**config.mk**
```make
export PLATFORM = sky130hd
export DESIGN_NAME = plurality_vote_tally_core
export DESIGN_NICKNAME = d
export VERILOG_FILES = /design/src/hdl/pvt_pkg.sv /design/src/hdl/pvt_ram.sv /design/src/hdl/pvt_cmp_unit.sv /design/src/hdl/plurality_vote_tally_core.sv
export SDC_FILE = /design/constraint.sdc
export NUM_CORES = 2
export LEC_CHECK = 0
export BUFFER_PORTS_ARGS = -buffer_cell sky130_fd_sc_hd__clkbuf_2
export CAP_MARGIN = 10
export CORE_ASPECT_RATIO = 1.5
export CORE_MARGIN = 1
export CORE_UTILIZATION = 45
export DETAILED_ROUTE_END_ITERATION = 10
export GPL_ROUTABILITY_DRIVEN = 0
export GPL_TIMING_DRIVEN = 0
export SETUP_SLACK_MARGIN = 0.02
export SKIP_LAST_GASP = 1
export SLEW_MARGIN = 10
export SYNTH_ARGS = -nofsm -noshare
export SYNTH_HDL_FRONTEND = slang
export SYNTH_SLANG_ARGS = --single-unit
```
**constraint.sdc**
```tcl
create_clock -name aclk -period 7.55 [get_ports aclk]
set_input_delay 1.51 -clock aclk [delete_from_list [all_inputs] [get_ports aclk]]
set_output_delay 1.51 -clock aclk [all_outputs]
set_load 0.03 [all_outputs]
```
**src/hdl/pvt_pkg.sv**
```systemverilog
// Package for the plurality vote tally core: field widths, result codes and
// the word that the shared compare unit hands back to the sequencer.
// No dependencies.
package pvt_pkg;

    localparam int BALLOT_W   = 32;
    localparam int NODE_IDX_W = 5;
    localparam int COUNT_W    = 6;
    localparam int STATUS_W   = 2;

    // Packed widths of the stream words, padded to whole bytes.
    localparam int S_TDATA_W = 48;
    localparam int M_TDATA_W = 48;

    localparam logic [COUNT_W-1:0] MIN_VOTES_RST = 6'd2;

    // Result status codes.
    localparam logic [STATUS_W-1:0] STATUS_NONE     = 2'd0;
    localparam logic [STATUS_W-1:0] STATUS_AGREE    = 2'd1;
    localparam logic [STATUS_W-1:0] STATUS_DISAGREE = 2'd2;

    // Input command codes.
    localparam logic CMD_VOTE  = 1'b0;
    localparam logic CMD_CLEAR = 1'b1;

    // Outcome of one pass of the shared compare unit.
    typedef struct packed {
        logic               match;
        logic               greater;
        logic               equal;
        logic [COUNT_W-1:0] eff_votes;
    } pvt_cmp_t;

endpackage

```
**src/hdl/pvt_ram.sv**
```systemverilog
// Generic single-port-write, single-port-read RAM with registered read data.
// No dependencies.
module pvt_ram #(
    parameter int WIDTH = 38,
    parameter int DEPTH = 32
) (
    input  logic                     aclk,
    input  logic                     wr_en,
    input  logic [$clog2(DEPTH)-1:0] wr_addr,
    input  logic [WIDTH-1:0]         wr_data,
    input  logic [$clog2(DEPTH)-1:0] rd_addr,
    output logic [WIDTH-1:0]         rd_data
);

    logic [WIDTH-1:0] mem [DEPTH];

    // Write port and registered read port.
    always_ff @(posedge aclk) begin
        if (wr_en) begin
            mem[wr_addr] <= wr_data;
        end
        rd_data <= mem[rd_addr];
    end

endmodule

```
**src/hdl/pvt_cmp_unit.sv**
```systemverilog
// Shared compare unit: matches one candidate entry against the ballot, adds
// the new vote on a match and ranks the result against the running best.
// Depends on pvt_pkg.
module pvt_cmp_unit (
    input  logic [pvt_pkg::BALLOT_W-1:0] entry_value,
    input  logic [pvt_pkg::COUNT_W-1:0]  entry_votes,
    input  logic [pvt_pkg::BALLOT_W-1:0] ballot,
    input  logic [pvt_pkg::COUNT_W-1:0]  best_votes,
    output pvt_pkg::pvt_cmp_t            result
);

    logic                         match;
    logic [pvt_pkg::COUNT_W-1:0]  eff;

    // The entry that holds the ballot gains this vote before it is ranked.
    assign match = (entry_value == ballot);
    assign eff   = entry_votes + pvt_pkg::COUNT_W'(match);

    assign result.match     = match;
    assign result.eff_votes = eff;
    assign result.greater   = (eff > best_votes);
    assign result.equal     = (eff == best_votes);

endmodule

```
**src/hdl/plurality_vote_tally_core.sv**
```systemverilog
// Top level of the plurality vote tally: handshakes, sequencer, session state.
// Depends on pvt_pkg, pvt_ram and pvt_cmp_unit.
//
//   Channel  Direction  Handshake            Contents
//   s_       in         s_tvalid/s_tready    tuser: cmd; tdata: node, ballot, known
//   m_       out        m_tvalid/m_tready    tdata: one result word per input word
//   cfg_     in         cfg_wr_en            min_votes, written without wait
//
// A clear word, an ignored vote or an overrun goes straight to the result.
// A counted vote first makes one pass over the candidate RAM, each entry a
// read state and a check state through the single compare unit, then takes
// an append state; an evaluation step settles the plurality when at least
// min_votes votes are in, before the result word goes out.
// Reset is synchronous and clears the session; the candidate RAM is tracked
// by a fill count and needs no clearing pass. A result that waits on m_tready
// holds the sequencer; one further input word is taken meanwhile.
module plurality_vote_tally_core #(
    parameter int MAX_NODES = 32
) (
    input  logic                            aclk,
    input  logic                            aresetn,

    input  logic                            cfg_wr_en,
    input  logic [pvt_pkg::COUNT_W-1:0]     cfg_wr_data,  // min_votes

    input  logic                            s_tvalid,
    output logic                            s_tready,
    input  logic [pvt_pkg::S_TDATA_W-1:0]   s_tdata,      // node, ballot, known_nodes
    input  logic                            s_tuser,      // cmd

    output logic                            m_tvalid,
    input  logic                            m_tready,
    // accepted, status, leader_value, tie, overrun, votes_cast
    output logic [pvt_pkg::M_TDATA_W-1:0]   m_tdata
);

    localparam int ADDR_W  = $clog2(MAX_NODES);
    localparam int CT_W    = $clog2(MAX_NODES + 1);
    localparam int ENTRY_W = pvt_pkg::BALLOT_W + pvt_pkg::COUNT_W;

    typedef enum logic [4:0] {
        ST_IDLE   = 5'b00001,
        ST_READ   = 5'b00010,
        ST_CHECK  = 5'b00100,
        ST_APPEND = 5'b01000,
        ST_DONE   = 5'b10000
    } state_t;

    // Input word fields.
    logic                            in_cmd;
    logic [pvt_pkg::NODE_IDX_W-1:0]  in_node;
    logic [pvt_pkg::BALLOT_W-1:0]    in_ballot;
    logic [pvt_pkg::COUNT_W-1:0]     in_known;

    assign in_cmd    = s_tuser;
    assign in_node   = s_tdata[4:0];
    assign in_ballot = s_tdata[36:5];
    assign in_known  = s_tdata[42:37];

    // Registers.
    state_t                          state_reg, state_next;
    logic [pvt_pkg::COUNT_W-1:0]     min_votes_reg;
    logic [MAX_NODES-1:0]            node_valid_reg, node_valid_next;
    logic [pvt_pkg::BALLOT_W-1:0]    host_ballot_reg, host_ballot_next;
    logic [CT_W-1:0]                 cand_total_reg, cand_total_next;
    logic [pvt_pkg::COUNT_W-1:0]     vote_total_reg, vote_total_next;
    logic [pvt_pkg::BALLOT_W-1:0]    majority_reg, majority_next;
    logic                            tie_reg, tie_next;
    logic [pvt_pkg::BALLOT_W-1:0]    ballot_reg, ballot_next;
    logic                            accepted_reg, accepted_next;
    logic                            counted_reg, counted_next;
    logic                            overrun_reg, overrun_next;
    logic [ADDR_W-1:0]               scan_idx_reg, scan_idx_next;
    logic [pvt_pkg::COUNT_W-1:0]     best_reg, best_next;
    logic [pvt_pkg::BALLOT_W-1:0]    best_val_reg, best_val_next;
    logic                            tied_reg, tied_next;
    logic                            matched_reg, matched_next;
    logic                            m_tvalid_reg, m_tvalid_next;
    logic [pvt_pkg::M_TDATA_W-1:0]   m_tdata_reg, m_tdata_next;

    // RAM and compare unit signals.
    logic                            ram_we;
    logic [ADDR_W-1:0]               ram_waddr;
    logic [ENTRY_W-1:0]              ram_wdata;
    logic [ENTRY_W-1:0]              ram_rdata;
    logic [pvt_pkg::BALLOT_W-1:0]    cmp_value;
    logic [pvt_pkg::COUNT_W-1:0]     cmp_votes;
    pvt_pkg::pvt_cmp_t               cmp;

    // Decode helpers for the accepted word.
    logic                            s_fire;
    logic                            node_in_range;
    logic [ADDR_W-1:0]               node_sel;
    logic                            eligible;
    logic                            overrun_hit;
    logic                            out_free;
    logic                            last_entry;
    logic                            evaluate_en;
    logic [pvt_pkg::STATUS_W-1:0]    status;

    assign s_tready      = (state_reg == ST_IDLE);
    assign s_fire        = s_tvalid && s_tready;
    assign node_in_range = (32'(in_node) < MAX_NODES);
    assign node_sel      = ADDR_W'(in_node);
    assign eligible      = (in_ballot != '0) && node_in_range && !node_valid_reg[node_sel];
    assign overrun_hit   = ({1'b0, vote_total_reg} + 7'd1) > {1'b0, in_known};
    assign out_free      = !m_tvalid_reg || m_tready;
    assign last_entry    = ((CT_W'(scan_idx_reg) + CT_W'(1)) == cand_total_reg);
    assign evaluate_en   = (vote_total_reg >= min_votes_reg);

    // Candidate store: value in the upper bits, vote count in the lower.
    pvt_ram #(
        .WIDTH (ENTRY_W),
        .DEPTH (MAX_NODES)
    ) u_cand_ram (
        .aclk    (aclk),
        .wr_en   (ram_we),
        .wr_addr (ram_waddr),
        .wr_data (ram_wdata),
        .rd_addr (scan_idx_reg),
        .rd_data (ram_rdata)
    );

    // The compare unit sees the RAM entry during the scan and a fresh
    // zero-vote entry holding the ballot when a candidate is appended.
    always_comb begin
        if (state_reg == ST_APPEND) begin
            cmp_value = ballot_reg;
            cmp_votes = '0;
        end else begin
            cmp_value = ram_rdata[ENTRY_W-1:pvt_pkg::COUNT_W];
            cmp_votes = ram_rdata[pvt_pkg::COUNT_W-1:0];
        end
    end

    pvt_cmp_unit u_cmp (
        .entry_value (cmp_value),
        .entry_votes (cmp_votes),
        .ballot      (ballot_reg),
        .best_votes  (best_reg),
        .result      (cmp)
    );

    // Status is derived from the session state as it stands at the result.
    always_comb begin
        if (vote_total_reg < min_votes_reg || tie_reg || majority_reg == '0) begin
            status = pvt_pkg::STATUS_NONE;
        end else if (node_valid_reg[0] && host_ballot_reg == majority_reg) begin
            status = pvt_pkg::STATUS_AGREE;
        end else begin
            status = pvt_pkg::STATUS_DISAGREE;
        end
    end

    // Sequencer and datapath next-state logic.
    always_comb begin
        state_next       = state_reg;
        node_valid_next  = node_valid_reg;
        host_ballot_next = host_ballot_reg;
        cand_total_next  = cand_total_reg;
        vote_total_next  = vote_total_reg;
        majority_next    = majority_reg;
        tie_next         = tie_reg;
        ballot_next      = ballot_reg;
        accepted_next    = accepted_reg;
        overrun_next     = overrun_reg;
        scan_idx_next    = scan_idx_reg;
        best_next        = best_reg;
        best_val_next    = best_val_reg;
        tied_next        = tied_reg;
        matched_next     = matched_reg;
        m_tvalid_next    = m_tvalid_reg && !m_tready;
        m_tdata_next     = m_tdata_reg;
        ram_we           = 1'b0;
        ram_waddr        = scan_idx_reg;
        ram_wdata        = {cmp_value, cmp.eff_votes};

        case (state_reg)
            ST_IDLE: begin
                if (s_fire) begin
                    ballot_next   = in_ballot;
                    accepted_next = 1'b0;
                    overrun_next  = 1'b0;
                    scan_idx_next = '0;
                    best_next     = '0;
                    best_val_next = '0;
                    tied_next     = 1'b0;
                    matched_next  = 1'b0;
                    state_next    = ST_DONE;
                    if (in_cmd == pvt_pkg::CMD_CLEAR || (eligible && overrun_hit)) begin
                        // Clear command or overrun: empty the session.
                        node_valid_next = '0;
                        cand_total_next = '0;
                        vote_total_next = '0;
                        majority_next   = '0;
                        tie_next        = 1'b0;
                        overrun_next    = (in_cmd == pvt_pkg::CMD_VOTE);
                    end else if (eligible) begin
                        // Counted vote: record the node, then scan candidates.
                        accepted_next             = 1'b1;
                        vote_total_next           = vote_total_reg + pvt_pkg::COUNT_W'(1);
                        node_valid_next[node_sel] = 1'b1;
                        if (in_node == '0) begin
                            host_ballot_next = in_ballot;
                        end
                        state_next = (cand_total_reg == '0) ? ST_APPEND : ST_READ;
                    end
                end
            end

            ST_READ: begin
                // Address is on the RAM; data arrives next cycle.
                state_next = ST_CHECK;
            end

            ST_CHECK: begin
                // Rank the entry; a matching entry is written back incremented.
                if (cmp.greater) begin
                    best_next     = cmp.eff_votes;
                    best_val_next = cmp_value;
                    tied_next     = 1'b0;
                end else if (cmp.equal) begin
                    tied_next = 1'b1;
                end
                if (cmp.match) begin
                    ram_we       = 1'b1;
                    matched_next = 1'b1;
                end
                if (last_entry) begin
                    state_next = ST_APPEND;
                end else begin
                    scan_idx_next = scan_idx_reg + ADDR_W'(1);
                    state_next    = ST_READ;
                end
            end

            ST_APPEND: begin
                // A new value opens an entry with one vote, ranked last, while the store has room.
                if (!matched_reg && cand_total_reg < CT_W'(MAX_NODES)) begin
                    ram_we          = 1'b1;
                    ram_waddr       = cand_total_reg[ADDR_W-1:0];
                    cand_total_next = cand_total_reg + CT_W'(1);
                    if (cmp.greater) begin
                        best_next     = cmp.eff_votes;
                        best_val_next = cmp_value;
                        tied_next     = 1'b0;
                    end else if (cmp.equal) begin
                        tied_next = 1'b1;
                    end
                end
                state_next = ST_DONE;
            end

            ST_DONE: begin
                // Settle the plurality once if min_votes votes are in, then hand out the result word.
                if (accepted_reg && evaluate_en) begin
                    tie_next      = tied_reg;
                    majority_next = (tied_reg || best_reg == '0) ? '0 : best_val_reg;
                    accepted_next = 1'b0;
                end else if (out_free) begin
                    m_tvalid_next = 1'b1;
                    m_tdata_next  = {5'd0, vote_total_reg, overrun_reg, tie_reg,
                                     majority_reg, status, counted_reg};
                    state_next    = ST_IDLE;
                end
            end

            default: begin
                state_next = ST_IDLE;
            end
        endcase
    end

    // The accepted flag survives the evaluation step in a register of its own.
    always_comb begin
        counted_next = counted_reg;
        if (s_fire) begin
            counted_next = (in_cmd == pvt_pkg::CMD_VOTE) && eligible && !overrun_hit;
        end
    end

    // Control registers take reset; payload registers do not.
    always_ff @(posedge aclk) begin
        if (!aresetn) begin
            state_reg      <= ST_IDLE;
            min_votes_reg  <= pvt_pkg::MIN_VOTES_RST;
            node_valid_reg <= '0;
            cand_total_reg <= '0;
            vote_total_reg <= '0;
            majority_reg   <= '0;
            tie_reg        <= 1'b0;
            accepted_reg   <= 1'b0;
            counted_reg    <= 1'b0;
            m_tvalid_reg   <= 1'b0;
        end else begin
            state_reg      <= state_next;
            node_valid_reg <= node_valid_next;
            cand_total_reg <= cand_total_next;
            vote_total_reg <= vote_total_next;
            majority_reg   <= majority_next;
            tie_reg        <= tie_next;
            accepted_reg   <= accepted_next;
            counted_reg    <= counted_next;
            m_tvalid_reg   <= m_tvalid_next;
            if (cfg_wr_en) begin
                min_votes_reg <= cfg_wr_data;
            end
        end
    end

    always_ff @(posedge aclk) begin
        host_ballot_reg <= host_ballot_next;
        ballot_reg      <= ballot_next;
        overrun_reg     <= overrun_next;
        scan_idx_reg    <= scan_idx_next;
        best_reg        <= best_next;
        best_val_reg    <= best_val_next;
        tied_reg        <= tied_next;
        matched_reg     <= matched_next;
        m_tdata_reg     <= m_tdata_next;
    end

    assign m_tvalid = m_tvalid_reg;
    assign m_tdata  = m_tdata_reg;

endmodule
```
=== After elaboration in Yosys (flattened, before gate mapping) ===
Memories as Yosys holds them, arrays and structs flattened. A register that Yosys moved wholly into a read port is not among the register bits.
Index checks and enable logic that the tools add are counted.

* Bits in registers: 244
* Bits in writable memories: 1216
* Input bits: 60
* Output and inout port bits: 50
* Word-level logic and storage cells: 161
* Memories: 1

{| class="wikitable"
|+ Memories
! name !! depth !! bits a word !! read ports !! clocked after Yosys merged registers in !! write ports !! RTL line !! text
|-
| u_cand_ram.mem || 32 || 38 || 1 || 1 || 1 || pvt_ram.sv:15 || <nowiki>logic [WIDTH-1:0] mem [DEPTH];</nowiki>
|}

* Add/sub/neg operators: 6
* $lt $le $gt $ge: 7
* Eq/ne operators: 17
* Muxes and demuxes: 65
* Bitwise operators: 4
* Reductions and logical operators: 41

{| class="wikitable"
|+ Operator list
! cell !! number
|-
| $mux 32 || 10
|-
| $pmux 32 s3 || 1
|-
| $eq 32x32->1 || 2
|-
| $pmux 32 s2 || 1
|-
| $mux 6 || 9
|-
| $mux 5 || 9
|-
| $logic_not 32->1 || 1
|-
| $or 32x32->32 || 1
|-
| $reduce_bool 32->1 || 1
|-
| $pmux 5 s5 || 1
|-
| $mux 1 || 21
|-
| $reduce_and 3->1 || 7
|-
| $pmux 6 s3 || 1
|-
| $add 6x1->6 const B || 2
|-
| $eq 6x6->1 || 2
|-
| $logic_not 6->1 || 2
|-
| $pmux 6 s2 || 1
|-
| $logic_and 1x1->1 || 10
|-
| $pmux 5 s2 || 1
|-
| $mux 4 || 2
|-
| $ne 2x1->1 const B || 4
|-
| $ne 2x2->1 const B || 4
|-
| $pmux 1 s2 || 4
|-
| $reduce_and 4->1 || 2
|-
| other kinds (28) || 41
|}

=== Longest topological paths before layout ===
* Depth in word-level cells: 9
* Mapped depth: 18
* Gate-level depth less buffers: 16

=== By module ===
A second synthesis with hierarchy kept.

* Cell total of the unflattened synthesis: 3750
* Area total of the unflattened synthesis: 59562.1 sq um

{| class="wikitable"
|+ By module, submodules not included
! module !! times used !! cells an instance !! area each (sq um) !! sequential area each (sq um)
|-
| pvt_ram || 1 || 2675 || 48161.2 || 37275.8
|-
| plurality_vote_tally_core || 1 || 999 || 10812.9 || 6416.2
|-
| pvt_cmp_unit || 1 || 76 || 588.1 || 0.0
|}

=== Least setup slack after synthesis ===
No wires, ideal clock.

* Path kind: input port to flip-flop
* Start: input s_tdata[38] (netlist name)
* End: register host_ballot_reg[0] (netlist name) (enable)
* Library setup time: 0.501 ns
* Arrival time: 6.197 ns
* Required time: 7.049 ns
* Setup slack: 0.851 ns
* Stages on the path: 10
* Path buffers: 1
* Path through: inv_1 ha_1 nor2b_1 o21bai_1 a41oi_1 or3_1 clkbuf_1 nor3_1 nand2_1 nor4_1

* Longest elaborated chain between the ends: 5

{| class="wikitable"
|+ Ends and longest elaborated chain
! item !! RTL line !! text
|-
| from (decl) || plurality_vote_tally_core.sv:28 || <nowiki>input logic [pvt_pkg::S_TDATA_W-1:0] s_tdata,</nowiki>
|-
| $gt 7x6->1 || plurality_vote_tally_core.sv:106 || <nowiki>assign overrun_hit = ({1'b0, vote_total_reg} + 7'd1) > {1'b0, in_known};</nowiki>
|-
| $logic_and 1x1->1 || plurality_vote_tally_core.sv:190 || <nowiki>if (in_cmd == pvt_pkg::CMD_CLEAR || (eligible && overrun_hit)) begin</nowiki>
|-
| $logic_or 1x1->1 || plurality_vote_tally_core.sv:190 ||
|-
| $not 1->1 (no source line) || n/a ||
|-
| $reduce_and 5->1 (no source line) || n/a ||
|-
| to (signal assigned) || plurality_vote_tally_core.sv:312 || <nowiki>host_ballot_reg <= host_ballot_next;</nowiki>
|-
| to (decl) || plurality_vote_tally_core.sv:64 || <nowiki>logic [pvt_pkg::BALLOT_W-1:0] host_ballot_reg, host_ballot_next;</nowiki>
|}

No other way between the ends.
A chain may end at the register's enable or synchronous reset.

==> results.tsv <==
metric	value	unit
clk_latency	0.77	ns
p_leak	21.7	nW
hpwlAfterDp	109000	um
power_density	285	nW/um2
timing.hold.ws	0.440	ns
synthToLayoutAreaGrowth	15.2	%
grt_pass1_wl	223000	um
path_clk_slew	0.07	ns
drt_pass1_iterations	8	
fin_tns_setup	0	ns
cp.arrival	7.08	ns
synth_cell_types	63	
fin_cells	5003	
yosysMostFrequentCell	edfxtp_1	
root_buffer	clkbuf_16	
cts.path.max_buffers	3	
clock-sinks	1498	
syn_inst	2865	
synth_top_area_share	70.6	%
wirelength	158000	um
rows	161	
dieArea	131000	um2
cts-buffers-inserted	139	
dp_slack	1.18	ns
async_flop_share	0	%
die_y	443	um
cts_tree	done	
relSlewSlack	8.57	%
setup_viol	0	
ys_top_cells_by_count	edfxtp_1 (1369), mux4_2 (382), nand2_1 (188)	
ctsResizeCount	0	
largest_reg_flops	1216	
ir_worst_vdd	228	uV
rsz0062_at_grt	false	
overflow	0	
die_w	296	um
synthesis.area	58200	um2
worstPathRequired	8.04	ns
critical_path.endpoint_type	register	
drt-initial-drc-count	3475	
grt_start_max_net_pins	37	
drive_gt1_share	26.9	%
finalHoldViolCount	0	
tightest_slew	1.37	ns
synth.avg_cell_area	20.3	um2
synth_warnings	0	
coreArea	128000	um2
yosysSeqAreaShare	75.0	%
final_antenna_net_count	0	
wl_per_cell	31.6	um
yosysTopAreaCell	edfxtp_1	
htreeDepth	4	
hold_path_class	reg -> reg	
timing.fmax	152	MHz
status	completed	
cts-hold-fix-buffers	0	
cp-start-kind	register	
grtUsageTotal	24.5	%
ys.flop_type	edfxtp_1	
synth-edff-count	1369	
layout_min_cycle_time	6.59	ns
antenna_found_initial	14	
drv_cap	0	
ios	110	
place_inst	4749	
layout_setup_ws	0.959	ns
via_per_inst	5.98	
setup.worst_path.class	reg -> reg	
io_buffer_count	95	
slew_viol_final	0	
grt_pass1_vias	31000	
cp_max_fo	11	
fin_nets	3264	
start_util	45.4	%
drc	0	
synth.area.top_cells	edfxtp_1 (71%), mux4_2 (15%), dfxtp_1 (4.4%)	
vias	29900	
period_share	87.3	%
cts_setup_buffers	0	
fin_worst_skew	0.0312	ns
ys_ff_latch	1498	
layout by cell type, fill, tap and decap left out, types with 9 or more instances in the layout:
master	count
clkinv_2	20
buf_12	51
nor3_1	11
nand2_1	187
nor2_1	106
a21oi_1	15
nor2b_1	14
xor2_1	71
dfxtp_1	129
nor2_4	32
a31oi_1	34
buf_2	16
mux2i_1	90
nor4_1	32
mux2_2	39
clkbuf_1	109
inv_1	32
o21ai_0	16
buf_1	23
nand2b_1	9
clkinv_1	30
xnor2_1	11
edfxtp_1	1369
buf_16	16
mux4_2	382
clkbuf_16	144
nand3_1	16
clkbuf_2	108
nand4_1	13
buf_4	15
ha_1	24
cells by family after synthesis:
kind of cell / synth area share, %
AO/OA/AOI/OAI: 1.26
XOR/XNOR: 1.25
adder cells (fa/ha/maj): 0.516
buffers and inverters: 1.31
flip-flops: 75.0
multiplexers: 17.1
other: 0.00644
AND/OR/NAND/NOR: 3.53
per-layer routing:
metal	GRT usage [%]	routed length [um]	up-vias
met4	9.82	6840	10
met1	30.2	58200	16000
met3	4.82	10900	343
li1	-	-	12200
met2	42.3	81900	1311
met5	0	65	-
path summary, 6_finish.rpt:
check                 startpoint                to  slack, ns  depth (start not counted)
hold / removal       overrun_reg       m_tdata[36]       0.44                          0
setup reg to reg  ballot_reg[31]  best_val_reg[22]       0.96                         17
hold reg to reg      overrun_reg       m_tdata[36]       0.44                          0
setup / recovery  ballot_reg[31]  best_val_reg[22]       0.96                         17
metrics by stage:
step           total power (W)  instance area [um2]  utilization, %
2_1_floorplan           0.0116                58200               -
4_1_cts                 0.0193                67000            52.2
3_3_place_gp            0.0123                60900            47.4
3_5_place_dp            0.0125                62700            48.9
6_report                0.0191                67100            52.3
5_1_grt                 0.0197                67100            52.3
area by class of cell:
class | instances | area [um2]
Multi-Input combinational cell | 1191 | 14100
Clock buffer | 182 | 3830
Antenna cell | 2 | 5.00
Timing Repair Buffer | 170 | 2020
Clock inverter | 69 | 510
Tap cell | 1711 | 2140
Sequential cell | 1498 | 43700
Fill cell | 9997 | 61300
Buffer | 145 | 644
Inverter | 35 | 141
where the power goes:
group / leakage (nW) / internal, W / switching [W] / total, W
clock network: 2.13 / 0.00378 / 0.00303 / 0.00681
registers: 13.5 / 0.00979 / 0.000115 / 0.00990
logic: 6.12 / 0.000827 / 0.00159 / 0.00242
total: 21.7 / 0.0144 / 0.00473 / 0.0191
worst max-delay path: stages, from the launching register on:
cell	delay [ns]
edfxtp_1	0.41
xor2_1	0.19
nor4_1	0.69
nand4_1	0.14
o21ai_0	1.07
ha_1	0.36
ha_1	0.23
nand3_1	0.11
xor2_1	0.16
nor2_2	0.44
ha_1	0.35
nand4_1	0.12
nor2_1	0.09
a21oi_1	0.40
buf_1	0.70
buf_2	0.47
mux2i_1	0.26
nor2_1	0.08
(Power assumes the default switching activity.)
